File: config.mk
export PLATFORM = sky130hd
export DESIGN_NAME = utf8_byte_stream_decoder
export DESIGN_NICKNAME = d
export VERILOG_FILES = /design/src/design/utf8d_pkg.sv /design/src/design/utf8d_decode.sv /design/src/design/utf8d_outq.sv /design/src/design/utf8_byte_stream_decoder.sv
export SDC_FILE = /design/constraint.sdc
export NUM_CORES = 1
export LEC_CHECK = 0
export BUFFER_PORTS_ARGS = -buffer_cell sky130_fd_sc_hd__buf_2
export CAP_MARGIN = 20
export CORE_MARGIN = 2
export CORE_UTILIZATION = 55
export DETAILED_ROUTE_END_ITERATION = 12
export PLACE_DENSITY = 0.8
export SYNTH_ARGS = -nofsm -noshare
export SYNTH_HDL_FRONTEND = slang
export SYNTH_HIERARCHICAL = 1
export SYNTH_SLANG_ARGS = --single-unit
File: constraint.sdc
create_clock -name clk -period 3.1 [get_ports clk]
set_clock_uncertainty 0.05 [all_clocks]
set_input_delay 0.155 -clock clk [delete_from_list [all_inputs] [get_ports clk]]
set_output_delay 0.155 -clock clk [all_outputs]
set_load 0.02 [all_outputs]
File: src/design/utf8d_pkg.sv
// Shared types and constants for the UTF-8 byte stream decoder.
package utf8d_pkg;

	localparam int CP_W = 21;
	localparam int ST_W = 2;
	localparam int OQ_DEPTH = 4;
	localparam int OQ_AW = $clog2(OQ_DEPTH);
	localparam int OQ_LW = $clog2(OQ_DEPTH + 1);

	localparam logic [ST_W-1:0] ST_VALID   = 2'd0;
	localparam logic [ST_W-1:0] ST_INVALID = 2'd1;
	localparam logic [ST_W-1:0] ST_END     = 2'd2;

	typedef struct packed {
		logic [CP_W-1:0] code_point;
		logic [ST_W-1:0] status;
		logic            last;
	} result_t;

	// up to two results per byte; cnt says how many are live
	typedef struct packed {
		logic [1:0] cnt;
		result_t    r0;
		result_t    r1;
	} dec_t;

	typedef struct packed {
		logic [OQ_LW-1:0] level;
		logic             space2;
	} oq_stat_t;

endpackage

File: src/design/utf8d_decode.sv
// Byte decode logic and sequence state (pending count, partial code point).
module utf8d_decode (
	input  logic             clk,
	input  logic             arst_n,
	input  logic [7:0]       byte_in,
	input  logic             advance,
	output utf8d_pkg::dec_t  dec
);
	import utf8d_pkg::*;

	typedef struct packed {
		logic            has;
		result_t         res;
		logic [1:0]      pend;
		logic [CP_W-1:0] part;
	} lead_t;

	logic [1:0]      pend_q;
	logic [CP_W-1:0] part_q;
	logic [1:0]      pend_d;
	logic [CP_W-1:0] part_d;
	logic [CP_W-1:0] shifted;
	logic [1:0]      pend_dec;
	lead_t           lead;

	function automatic lead_t take_lead(input logic [7:0] b);
		lead_t l;
		l.has = 1'b0;
		l.res = '{code_point: '0, status: ST_INVALID, last: 1'b1};
		l.pend = 2'd0;
		l.part = '0;
		if (b == 8'h00) begin
			l.has = 1'b1;
			l.res.status = ST_END;
		end else if (b[7] == 1'b0) begin
			l.has = 1'b1;
			l.res.status = ST_VALID;
			l.res.code_point = CP_W'(b);
		end else if (b[7:5] == 3'b110) begin
			l.pend = 2'd1;
			l.part = CP_W'(b[4:0]);
		end else if (b[7:4] == 4'b1110) begin
			l.pend = 2'd2;
			l.part = CP_W'(b[3:0]);
		end else if (b[7:3] == 5'b11110) begin
			l.pend = 2'd3;
			l.part = CP_W'(b[2:0]);
		end else begin
			l.has = 1'b1;
		end
		return l;
	endfunction

	assign lead = take_lead(byte_in);
	assign shifted = {part_q[CP_W-7:0], byte_in[5:0]};
	assign pend_dec = pend_q - 2'd1;

	always_comb begin
		dec.cnt = 2'd0;
		dec.r0 = lead.res;
		dec.r1 = lead.res;
		pend_d = lead.pend;
		part_d = lead.part;
		if (pend_q != 2'd0) begin
			if (byte_in[7:6] == 2'b10) begin
				pend_d = pend_dec;
				part_d = shifted;
				if (pend_dec == 2'd0) begin
					part_d = '0;
					dec.cnt = 2'd1;
					dec.r0.last = 1'b1;
					if (shifted == '0) begin
						dec.r0.status = ST_INVALID;
						dec.r0.code_point = '0;
					end else begin
						dec.r0.status = ST_VALID;
						dec.r0.code_point = shifted;
					end
				end
			end else begin
				// broken sequence: flag it, then retry the byte as a lead
				dec.r0 = '{code_point: '0, status: ST_INVALID, last: !lead.has};
				dec.cnt = lead.has ? 2'd2 : 2'd1;
			end
		end else begin
			dec.cnt = {1'b0, lead.has};
		end
	end

	always_ff @(posedge clk or negedge arst_n) begin
		if (!arst_n) begin
			pend_q <= 2'd0;
			part_q <= '0;
		end else if (advance) begin
			pend_q <= pend_d;
			part_q <= part_d;
		end
	end

endmodule

File: src/design/utf8d_outq.sv
// Result queue: takes up to two results per cycle, hands out one per cycle while pop is high.
module utf8d_outq (
	input  logic                clk,
	input  logic                arst_n,
	input  logic                push,
	input  utf8d_pkg::dec_t     dec,
	input  logic                pop,
	output utf8d_pkg::result_t  head,
	output utf8d_pkg::oq_stat_t stat
);
	import utf8d_pkg::*;

	result_t          mem [OQ_DEPTH];
	logic [OQ_AW-1:0] wr_q;
	logic [OQ_AW-1:0] rd_q;
	logic [OQ_LW-1:0] level_q;
	logic [1:0]       n_push;
	logic             do_pop;

	assign n_push = push ? dec.cnt : 2'd0;
	assign do_pop = pop && (level_q != '0);
	assign head = mem[rd_q];
	assign stat.level = level_q;
	assign stat.space2 = level_q <= OQ_LW'(OQ_DEPTH - 2);

	always_ff @(posedge clk) begin
		if (n_push != 2'd0) begin
			mem[wr_q] <= dec.r0;
		end
		if (n_push == 2'd2) begin
			mem[wr_q + OQ_AW'(1)] <= dec.r1;
		end
	end

	always_ff @(posedge clk or negedge arst_n) begin
		if (!arst_n) begin
			wr_q <= '0;
			rd_q <= '0;
			level_q <= '0;
		end else begin
			wr_q <= wr_q + OQ_AW'(n_push);
			rd_q <= rd_q + OQ_AW'(do_pop);
			level_q <= level_q + OQ_LW'(n_push) - OQ_LW'(do_pop);
		end
	end

endmodule

File: src/design/utf8_byte_stream_decoder.sv
// Top level of the UTF-8 byte stream decoder.
// Takes one UTF-8 byte per item and emits decoded code points with a status
// (valid, invalid, end of text); tlast marks the final result of each byte.
// Throughput is one byte per cycle while two result queue slots are free.
// A byte that breaks an open sequence and is itself a complete character
// gives two results; the four-entry result
// queue absorbs these, and input stalls only when fewer than two queue slots
// are free. No overlong or range checks are made; a decoded zero is invalid.
module utf8_byte_stream_decoder (
	input  logic        clk,
	input  logic        arst_n,
	input  logic        s_axis_tvalid,
	output logic        s_axis_tready,
	input  logic [7:0]  s_axis_tdata,   // [7:0] text_byte
	output logic        m_axis_tvalid,
	input  logic        m_axis_tready,
	output logic [23:0] m_axis_tdata,   // [20:0] code_point, [23:21] zero
	output logic [1:0]  m_axis_tuser,   // [1:0] status
	output logic        m_axis_tlast    // last_of_run
);
	import utf8d_pkg::*;

	logic       valid_s1;
	logic [7:0] byte_s1;
	logic       advance;
	dec_t       dec;
	result_t    head;
	oq_stat_t   stat;

	assign advance = valid_s1 && stat.space2;
	assign s_axis_tready = !valid_s1 || stat.space2;

	always_ff @(posedge clk or negedge arst_n) begin
		if (!arst_n) begin
			valid_s1 <= 1'b0;
		end else if (s_axis_tready) begin
			valid_s1 <= s_axis_tvalid;
		end
	end

	always_ff @(posedge clk) begin
		if (s_axis_tready && s_axis_tvalid) begin
			byte_s1 <= s_axis_tdata;
		end
	end

	utf8d_decode u_decode (
		.clk     (clk),
		.arst_n  (arst_n),
		.byte_in (byte_s1),
		.advance (advance),
		.dec     (dec)
	);

	utf8d_outq u_outq (
		.clk    (clk),
		.arst_n (arst_n),
		.push   (advance),
		.dec    (dec),
		.pop    (m_axis_tready),
		.head   (head),
		.stat   (stat)
	);

	assign m_axis_tvalid = stat.level != '0;
	assign m_axis_tdata = {3'b000, head.code_point};
	assign m_axis_tuser = head.status;
	assign m_axis_tlast = head.last;

	a_level_bound: assert property (@(posedge clk) disable iff (!arst_n)
		stat.level <= OQ_LW'(OQ_DEPTH))
		else $error("result queue overflow");

	a_s1_hold: assert property (@(posedge clk) disable iff (!arst_n)
		valid_s1 && !advance |=> valid_s1 && $stable(byte_s1))
		else $error("stage 1 item lost while stalled");

	a_cp_zero: assert property (@(posedge clk) disable iff (!arst_n)
		m_axis_tvalid && m_axis_tuser != ST_VALID |-> m_axis_tdata[20:0] == '0)
		else $error("code point not zero on non-valid result");

	a_end_last: assert property (@(posedge clk) disable iff (!arst_n)
		m_axis_tvalid && m_axis_tuser == ST_END |-> m_axis_tlast)
		else $error("end of text result without tlast");

endmodule
Yosys cells after proc, flatten, opt, wreduce, memory -nomap -nowiden
Memory sizes are Yosys's and may differ from the RTL's.
Index checks and enable logic that the tools add are counted.
{ "classes": {"addsub": 6, "order_cmp": 1, "n_eq_ne": 5, "muxes": 29, "n_reduce_logical": 12} }
{ "op_table": {"columns": ["cell", "n"], "rows": [
  ["$mux 23", 6],
  ["$mux 15", 3],
  ["$mux 26", 1],
  ["$mux 25", 1],
  ["$mux 24", 1],
  ["$logic_not 21->1", 1],
  ["$mux 21", 1],
  ["$mux 2", 6],
  ["$mux 1", 9],
  ["$mux 9", 1],
  ["$logic_not 8->1", 1],
  ["$eq 5x5->1 const B", 1],
  ["$eq 2x2->1 const B", 2],
  ["$eq 4x4->1 const B", 1],
  ["$reduce_bool 2->1", 2],
  ["$add 3x2->3", 1],
  ["$eq 3x3->1 const B", 1],
  ["$le 3x2->1 const B", 1],
  ["$logic_and 1x1->1", 3],
  ["$reduce_bool 3->1", 1],
  ["$sub 3x1->3", 1],
  ["$add 2x1->2", 1],
  ["$add 2x1->2 const B", 1],
  ["$add 2x2->2", 1],
  ["4 further kinds", 5]
]} }
{ "word_totals": {"ff_bits": 33, "ram_bits": 96, "out_inout_bits": 29, "elab_cells": 61, "memories": 1} }
{ "mem_list": {"columns": ["memory", "depth", "word_bits", "rd", "rd_clocked_by_memory_dff", "wr", "line", "text"], "rows": [
  ["u_outq.mem", 4, 24, 1, 0, 2, "utf8d_outq.sv:13", "result_t mem [OQ_DEPTH];"]
]} }

Depth between registers and ports, before layout
Gate-level depths: netlist of the first run.
{ "logic_depth": {"word_depth": 13, "depth_mapped": 13, "depth_no_buf": 11} }

Cells and area by module
The synthesis of the first run kept the hierarchy.
{ "modules_own_cells": {"columns": ["mod", "n_inst", "cells_each", "area_each_um2", "seq_area_each_um2"], "rows": [
  ["utf8d_outq", 1, 278, 5177.5, 3057.9],
  ["utf8d_decode", 1, 161, 1243.7, 425.4],
  ["utf8_byte_stream_decoder", 1, 18, 330.3, 265.3]
]} }

Worst setup path after synthesis of the first run
OpenSTA, ideal clock, no wires.
{ "synth_timing": {"kind": "register to register", "startpoint": "reg byte_s1[4]", "endpoint": "mem u_outq/mem[1][0] (netlist name) (enable)", "setup_time_ps": 405, "arrival_ps": 2643, "setup_slack_ps": 3, "path_stages_with_launch": 8, "path_buffers": 1, "cell_sequence": "edfxtp_1 a31oi_1 a211oi_1 a21oi_1 clkbuf_1 mux2_2 nand2_1 nor2_1"} }
{ "synth_lines": {"columns": ["item", "line", "text"], "rows": [
  ["start, declared", "utf8_byte_stream_decoder.sv:24", "logic [7:0] byte_s1;"],
  ["start signal, assigned", "utf8_byte_stream_decoder.sv:43", "byte_s1 <= s_axis_tdata;"],
  ["end, declared", "utf8d_outq.sv:13", null]
]} }

==> results of run 1 <==
## worst max path at each step
stage                               startpoint                     endpoint  slack (ns)  cells after the start
after CTS                 byte_s1[7]$_DFFE_PP_  u_outq/mem[3][13]$_DFFE_PP_        0.34                      7
after global routing      byte_s1[7]$_DFFE_PP_  u_outq/level_q[2]$_DFF_PN0_        0.09                     11
after floorplan           byte_s1[4]$_DFFE_PP_   u_outq/mem[1][0]$_DFFE_PP_       0.003                      7
after global placement    byte_s1[7]$_DFFE_PP_  u_outq/mem[3][15]$_DFFE_PP_        0.43                      7
final                     byte_s1[7]$_DFFE_PP_  u_outq/mem[3][13]$_DFFE_PP_        0.33                      7
after detailed placement  byte_s1[7]$_DFFE_PP_  u_outq/mem[3][20]$_DFFE_PP_        0.35                      7
## final cells by class
cell class	instances	area (sq um)	area share (%)
multi-input cells	273	2690	34.5
inverters	24	90.1	1.16
repair buffers	71	478	6.15
well taps	147	184	2.37
clock buffers	30	577	7.42
flip-flops and latches	129	3750	48.2
clock inverters	2	12.5	0.161
## stage by stage
step           hold slack (ns)  std cells  instance area [sq um]
5_1_grt                  0.102        676                   7770
4_1_cts                 0.0700        676                   7770
3_3_place_gp             0.120        634                   7090
6_report                0.0653        676                   7770
3_5_place_dp             0.134        634                   7090
2_1_floorplan           -0.191        472                   6810
## state kept, by name, indices dropped and copies added, names as in the netlist
| register | count |
|---|---|
| u_outq/rd_q | 2 |
| u_decode/pend_q | 2 |
| u_outq/mem | 96 |
| u_outq/level_q | 3 |
| valid_s1 | 1 |
| u_decode/part_q | 15 |
| byte_s1 | 8 |
| u_outq/wr_q | 2 |
## layer usage
layer | global-route usage (%) | vias to the layer above | wire (microns)
met3 | 6.06 | 35 | 687
met5 | 0 | - | 0
met1 | 27.0 | 1959 | 5530
met2 | 36.3 | 131 | 6720
li1 | - | 1796 | -
met4 | 10.5 | 0 | 431
## power by group through the flow
stage	combinational, uW	sequential (uW)	clock, uW
after floorplan	1910	2490	0
after global placement	2470	2600	0
after detailed placement	2530	2620	0
after CTS	2570	2590	1960
after global routing	2750	2630	2040
final	2540	2600	1940
## cells in the final DEF (no fill, tap or decap), types with 2 or more instances in the layout
| cell type | n |
|---|---|
| sky130_fd_sc_hd__clkbuf_8 | 6 |
| sky130_fd_sc_hd__o22ai_1 | 17 |
| sky130_fd_sc_hd__xnor2_1 | 4 |
| sky130_fd_sc_hd__clkbuf_1 | 5 |
| sky130_fd_sc_hd__nor4_1 | 4 |
| sky130_fd_sc_hd__mux2_4 | 20 |
| sky130_fd_sc_hd__and2b_1 | 2 |
| sky130_fd_sc_hd__edfxtp_1 | 104 |
| sky130_fd_sc_hd__nor2_1 | 9 |
| sky130_fd_sc_hd__clkbuf_16 | 19 |
| sky130_fd_sc_hd__nand3_1 | 3 |
| sky130_fd_sc_hd__nor3b_1 | 3 |
| sky130_fd_sc_hd__xor2_1 | 3 |
| sky130_fd_sc_hd__mux2_2 | 77 |
| sky130_fd_sc_hd__a21oi_1 | 5 |
| sky130_fd_sc_hd__ha_1 | 5 |
| sky130_fd_sc_hd__buf_2 | 37 |
| sky130_fd_sc_hd__nand2_1 | 20 |
| sky130_fd_sc_hd__conb_1 | 18 |
| sky130_fd_sc_hd__and2_1 | 16 |
| sky130_fd_sc_hd__dfrtp_1 | 25 |
| sky130_fd_sc_hd__nor2b_1 | 9 |
| sky130_fd_sc_hd__mux4_2 | 24 |
| sky130_fd_sc_hd__a31oi_1 | 2 |
| sky130_fd_sc_hd__nor3_1 | 7 |
| sky130_fd_sc_hd__o21a_1 | 2 |
| sky130_fd_sc_hd__buf_4 | 23 |
| sky130_fd_sc_hd__or3_1 | 2 |
| sky130_fd_sc_hd__inv_1 | 24 |
| sky130_fd_sc_hd__dlygate4sd3_1 | 10 |
## worst register-to-register path, cell delays in order, from the launching register on
cell and delay (ns):
sky130_fd_sc_hd__edfxtp_1 0.49, sky130_fd_sc_hd__nand2_1 0.08, sky130_fd_sc_hd__a31oi_1 0.40, sky130_fd_sc_hd__a21oi_1 0.17
sky130_fd_sc_hd__buf_4 0.21, sky130_fd_sc_hd__or4b_1 0.55, sky130_fd_sc_hd__buf_4 0.25, sky130_fd_sc_hd__mux2_4 0.33
## logic make-up after synthesis
group,synth area share [%]
adders and majority gates,1.22
xor gates and xnor gates,0.908
buffers and inverters,5.93
AOI/OAI and AO/OA,2.78
other,0.167
DFF,55.5
and+or+nand+nor,8.17
muxes,25.3
==> impl_results.rst, run 1 <==
.. list-table::
   :header-rows: 1

   * - Metric
     - Value
   * - Cell mode on critical path
     - sky130_fd_sc_hd__buf_4
   * - Layout cells sized above 1
     - 41.6%
   * - Count of pins over their slew limit
     - 0
   * - Worst Hold Path Cells
     - 3
   * - Fillcell total
     - 868
   * - Flops & latches, synth
     - 129
   * - Hold Path Sink
     - u_outq/rd_q[0]$_DFF_PN0_
   * - Worst r2r dst
     - u_outq/mem[3][13]$_DFFE_PP_
   * - Horizontal die dimension
     - 115 microns
   * - Required time of the critical path
     - 3.21 ns
   * - Wire length of the first global-routing pass
     - 21300 microns
   * - Iteration-0 DRC count of the detailed router
     - 310
   * - Post-detailed-route DRC marker count
     - 0
   * - Switching power as a share of total power
     - 33.5%
   * - Category of the worst setup path launch point
     - flop
   * - Vias after detailed routing
     - 3921
   * - Final setup violation count
     - 0
   * - Hold buffer count at cts
     - 10
   * - Worst Tran Pin Value
     - 0.638 ns
   * - Placeable core region
     - 0.0120 sq mm
   * - Worst-path cell with the longest stage delay
     - sky130_fd_sc_hd__or4b_1
   * - Launch instance of the worst register-to-register path
     - byte_s1[7]$_DFFE_PP_
   * - TritonCTS buffer count
     - 17
   * - Finished Core Util
     - 64.7%
   * - Part of the Yosys area used for sequential elements
     - 55.5%
   * - Antenna-violating nets left
     - 0
   * - Standard-cell rows
     - 40
   * - Max Cap Viol
     - 0
   * - Synth Warn #
     - 6
   * - Power per cell area
     - 910 mW/mm^2
   * - R2R cell count
     - 7
   * - Most common cell in the netlist
     - sky130_fd_sc_hd__edfxtp_1
   * - Pleak
     - 0.00305 uW
   * - Min-Delay Path Class
     - in -> reg
   * - Buffers plus inverters on the worst setup path
     - 2
   * - Relative contribution of combinational cells to total power
     - 35.9%
   * - Minimum setup slack in the final design
     - 0.327 ns
   * - Internal power of the cells
     - 4710 uW
   * - Insertion delay to the later sink of the worst-skew pair
     - 0.42 ns
   * - Headroom to the max-slew limit
     - 57.5%
   * - CTS HTree Levels
     - 4
   * - CTS Buffer Depth
     - 2
   * - Overall global routing resource usage
     - 22.0%
   * - Starting density of the core
     - 56.2%
   * - Drt wl/cell
     - 19.8 microns
   * - Max rail drop VDD
     - 628 uV
   * - Largest area contributor in the netlist
     - sky130_fd_sc_hd__edfxtp_1
   * - Area added between synthesis and finish
     - 15.2%
   * - TritonCTS clock tree
     - yes
   * - Category of the most critical setup path
     - reg -> reg
   * - Post-synth design cell area
     - 0.00675 sq mm
   * - Status
     - complete, no violations
   * - Slowest stage delay, CP
     - 0.55 ns
   * - Final period demand of the worst path
     - 2.77 ns
   * - Number of synthesized flops with an enable pin
     - 104
   * - Instance count of the mapped netlist
     - 457
   * - Share of power burned in registers
     - 36.7%
   * - Portion of synthesized cell area occupied by the leading cell type
     - 46.3%
   * - First-pass iteration count of the detailed router
     - 5
   * - Pin count of the biggest net entering global routing
     - 26
   * - Hold Fails Final Rpt
     - 0
   * - Post-CTS Resized
     - 0
   * - Switch Pwr
     - 2370 uW
   * - Total clock sinks
     - 129
   * - Maximum clock frequency
     - 0.361 GHz
   * - Register-to-register path setup slack
     - 0.33 ns
   * - Floorplan die height
     - 115 microns
   * - Library cell used as clock root buffer
     - sky130_fd_sc_hd__clkbuf_16
   * - Number of nets in the layout
     - 534
   * - Total inserted antenna cells
     - 0
   * - Main flop type after synthesis
     - sky130_fd_sc_hd__edfxtp_1
   * - Most used standard cells in the synthesized netlist
     - sky130_fd_sc_hd__edfxtp_1, sky130_fd_sc_hd__mux2_2, sky130_fd_sc_hd__dfrtp_1
   * - Placement Setup Slack
     - 0.353 ns
   * - Unique masters post-synth
     - 50
   * - Synth top area cells
     - sky130_fd_sc_hd__edfxtp_1, sky130_fd_sc_hd__mux2_2, sky130_fd_sc_hd__dfrtp_1, sky130_fd_sc_hd__mux4_2, sky130_fd_sc_hd__mux2_4
   * - Input/output buffers
     - 37
   * - Sum of routed wire length over all layers
     - 13400 microns
   * - Setup repair bufs after CTS
     - 0
   * - Summed negative setup slack over all endpoints
     - 0 ns
   * - Half-perimeter wire length after placement
     - 8310 microns
   * - Kind of cell adding the most delay to the critical path
     - simple AND/OR/NAND/NOR gates
   * - Unrepaired setup endpoints after global routing
     - false
   * - Kind of end point of the critical path
     - flop
   * - Full die area
     - 0.0132 sq mm
   * - Cell-by-cell listing of the critical path
     - nand2_1 > a31oi_1 > a21oi_1 > buf_4 > or4b_1 > buf_4 > mux2_4
   * - Total power after layout
     - 7080 uW
   * - Sum of overflow across all layers after global routing
     - 0
   * - Worst Path Max Fanout
     - 13
   * - Beginning of the worst hold path
     - m_axis_tready
   * - Fraction of synthesis flops using an asynchronous set or reset pin
     - 19.4%
   * - CP arrival
     - 2.89 ns
   * - Number of primary I/O pins
     - 41
   * - Clock network fraction of total power
     - 27.5%
   * - Drt via density
     - 5.80
   * - Via count of the first global-routing pass
     - 4153
   * - CTS clock-pin slew for the worst setup and hold paths
     - 0.05 ns
   * - Antenna violations before repair
     - 0
   * - Final GP Congestion
     - 0.872
   * - Fraction of the cycle the final worst path needs
     - 89.4%
   * - Syn_area_per_cell
     - 14.8 sq um
(Power assumes the default switching activity.)
==> run 2, diff against run 1 <==
--- a/config.mk
+++ b/config.mk
@@ -11,5 +11,5 @@
 export CORE_UTILIZATION = 55
 export DETAILED_ROUTE_END_ITERATION = 12
-export PLACE_DENSITY = 0.8
+export PLACE_DENSITY = 0.81
 export SYNTH_ARGS = -nofsm -noshare
 export SYNTH_HDL_FRONTEND = slang
--- a/constraint.sdc
+++ b/constraint.sdc
@@ -3,3 +3,3 @@
 set_input_delay 0.155 -clock clk [delete_from_list [all_inputs] [get_ports clk]]
 set_output_delay 0.155 -clock clk [all_outputs]
-set_load 0.02 [all_outputs]
+set_load 0.01 [all_outputs]
==> run 2 against run 1 <==
Clock-buffer cell count down 8. Via count about the same. Critical path depth down 1. Clock power down 14%. Maximum frequency up 0.42%. Worst hold slack better by 0.00066 ns. Total power down 6.2%. Final cell count unchanged. Worst setup slack better by 0.012 ns. Global-route usage down 0.15 points. Combinational power down 7%. Sequential power about the same. Critical path type unchanged. Largest power group unchanged.
==> impl_results.rst, run 2 (synthesized netlist as in run 1, its figures left out) <==
.. list-table::
   :header-rows: 1

   * - Metric
     - Value
   * - Largest registers
     - u_outq/mem: 96 flops, u_decode/part_q: 15 flops, byte_s1: 8 flops
   * - Register-to-register path setup slack
     - 0.34 ns
   * - Horizontal die dimension
     - 115 microns
   * - Via count of the first global-routing pass
     - 4119
   * - Number of flip-flops under the largest register name
     - 96
   * - R2R cell count
     - 6
   * - TritonCTS clock tree
     - yes
   * - Sum of routed wire length over all layers
     - 13200 microns
   * - Unrepaired setup endpoints after global routing
     - false
   * - Summed negative setup slack over all endpoints
     - 0 ns
   * - Max Cap Viol
     - 0
   * - Final GP Congestion
     - 0.924
   * - Standard-cell rows
     - 40
   * - Maximum clock frequency
     - 0.362 GHz
   * - Area added between synthesis and finish
     - 13.9%
   * - CTS Buffer Depth
     - 2
   * - CP arrival
     - 2.87 ns
   * - Worst r2r dst
     - u_outq/mem[3][13]$_DFFE_PP_
   * - Instance area at placement
     - 0.00710 sq mm
   * - Drt via density
     - 5.80
   * - Layout cells sized above 1
     - 41.2%
   * - Final period demand of the worst path
     - 2.76 ns
   * - TritonCTS buffer count
     - 17
   * - Status
     - complete, no violations
   * - Worst Path Max Fanout
     - 16
   * - Floorplan die height
     - 115 microns
   * - Fraction of the cycle the final worst path needs
     - 89.1%
   * - Most common cell after layout, fill and taps aside
     - sky130_fd_sc_hd__edfxtp_1
   * - Wire length of the first global-routing pass
     - 21300 microns
   * - Sum of overflow across all layers after global routing
     - 0
   * - Headroom to the max-slew limit
     - 55.3%
   * - Total clock sinks
     - 129
   * - Beginning of the worst hold path
     - m_axis_tready
   * - Antenna violations before repair
     - 0
   * - Worst Hold Path Cells
     - 3
   * - Minimum setup slack in the final design
     - 0.339 ns
   * - Drt wl/cell
     - 19.5 microns
   * - Library cell used as clock root buffer
     - sky130_fd_sc_hd__clkbuf_16
   * - Hold Fails Final Rpt
     - 0
   * - Worst Hold Slack
     - 0.0659 ns
   * - Required time of the critical path
     - 3.21 ns
   * - Starting density of the core
     - 56.2%
   * - First-pass iteration count of the detailed router
     - 5
   * - CTS clock-pin slew for the worst setup and hold paths
     - 0.05 ns
   * - Count of pins over their slew limit
     - 0
   * - Final setup violation count
     - 0
   * - Number of nets in the layout
     - 536
   * - Half-perimeter wire length after placement
     - 8370 microns
   * - Placeable core region
     - 0.0120 sq mm
   * - Overall global routing resource usage
     - 21.8%
   * - Input/output buffers
     - 37
   * - CTS HTree Levels
     - 4
   * - Number of primary I/O pins
     - 41
   * - Category of the most critical setup path
     - reg -> reg
   * - Leading cell types in the layout, fill and taps excluded
     - sky130_fd_sc_hd__edfxtp_1, sky130_fd_sc_hd__mux2_2, sky130_fd_sc_hd__buf_2
   * - Max rail drop VDD
     - 510 uV
   * - Kind of end point of the critical path
     - flop
   * - Pleak
     - 0.00301 uW
   * - Full die area
     - 0.0132 sq mm
   * - Vias after detailed routing
     - 3920
   * - Antenna-violating nets left
     - 0
   * - Post-route non-filler standard cell count
     - 676
   * - Total inserted antenna cells
     - 0
   * - Insertion delay to the later sink of the worst-skew pair
     - 0.41 ns
   * - Worst Tran Pin Value
     - 0.670 ns
   * - Iteration-0 DRC count of the detailed router
     - 274
   * - Category of the worst setup path launch point
     - flop
   * - Power per cell area
     - 864 mW/mm^2
   * - Launch instance of the worst register-to-register path
     - byte_s1[4]$_DFFE_PP_
   * - Placement Setup Slack
     - 0.375 ns
   * - Pin count of the biggest net entering global routing
     - 27
   * - Register bank with the most flops
     - u_outq/mem
   * - Post-detailed-route DRC marker count
     - 0
   * - Placed insts
     - 636
   * - Hold Path Sink
     - u_outq/rd_q[0]$_DFF_PN0_
   * - Min-Delay Path Class
     - in -> reg
   * - Final instance area
     - 0.00769 sq mm
run 2: cell type report:
| cell class | instances | area [sq um] |
|---|---|---|
| Tap cell | 147 | 184 |
| Sequential cell | 129 | 3750 |
| Inverter | 24 | 90.1 |
| Timing Repair Buffer | 73 | 493 |
| Multi-Input combinational cell | 273 | 2690 |
| Clock buffer | 22 | 444 |
| Clock inverter | 8 | 42.5 |
| Fill cell | 857 | 4320 |
run 2: worst max-delay path by stage:
stage / from / endpoint / slack (ns) / cells after the start
after floorplan: byte_s1[4]$_DFFE_PP_ / u_outq/mem[1][0]$_DFFE_PP_ / 0.003 / 7
after global placement: byte_s1[4]$_DFFE_PP_ / u_outq/mem[3][15]$_DFFE_PP_ / 0.42 / 6
after detailed placement: byte_s1[4]$_DFFE_PP_ / u_outq/mem[3][5]$_DFFE_PP_ / 0.38 / 6
after CTS: byte_s1[4]$_DFFE_PP_ / u_outq/mem[3][13]$_DFFE_PP_ / 0.37 / 6
after global routing: byte_s1[4]$_DFFE_PP_ / u_outq/mem[3][7]$_DFFE_PP_ / 0.19 / 6
final: byte_s1[4]$_DFFE_PP_ / u_outq/mem[3][13]$_DFFE_PP_ / 0.34 / 6
run 2: stage by stage:
step | power, uW | utilization, %
after floorplan | 4230 | -
after global placement | 4890 | 59.1
after detailed placement | 4990 | 59.1
after CTS | 6690 | 64.0
after global routing | 6990 | 64.0
final | 6640 | 64.0
run 2: report_power, final:
group	internal, uW	switching (uW)
logic	1110	1270
clock network	997	670
registers	2360	241
total	4460	2180
run 2: repair_timing:
action | CTS | global route
gates resized for setup | 0 | 0
endpoints found under the setup margin | 0 | 0
endpoints found under the hold margin | 34 | 0
setup buffers | 0 | 0
hold buffers | 10 | 0
run 2: layer usage:
metal  share of wire (%)  GRT usage (%)
met5                   0              0
met4                 1.6           8.43
met3                 6.1           5.64
met1                  41           27.8
met2                  51           36.3
run 2: critical path, cell delays in order, from the launching register on:
cell and delay [ns]:
sky130_fd_sc_hd__edfxtp_1 0.46, sky130_fd_sc_hd__a31oi_1 0.49, sky130_fd_sc_hd__a21oi_1 0.17, sky130_fd_sc_hd__buf_4 0.21, sky130_fd_sc_hd__or4b_1 0.53, sky130_fd_sc_hd__buf_4 0.26
sky130_fd_sc_hd__mux2_4 0.33
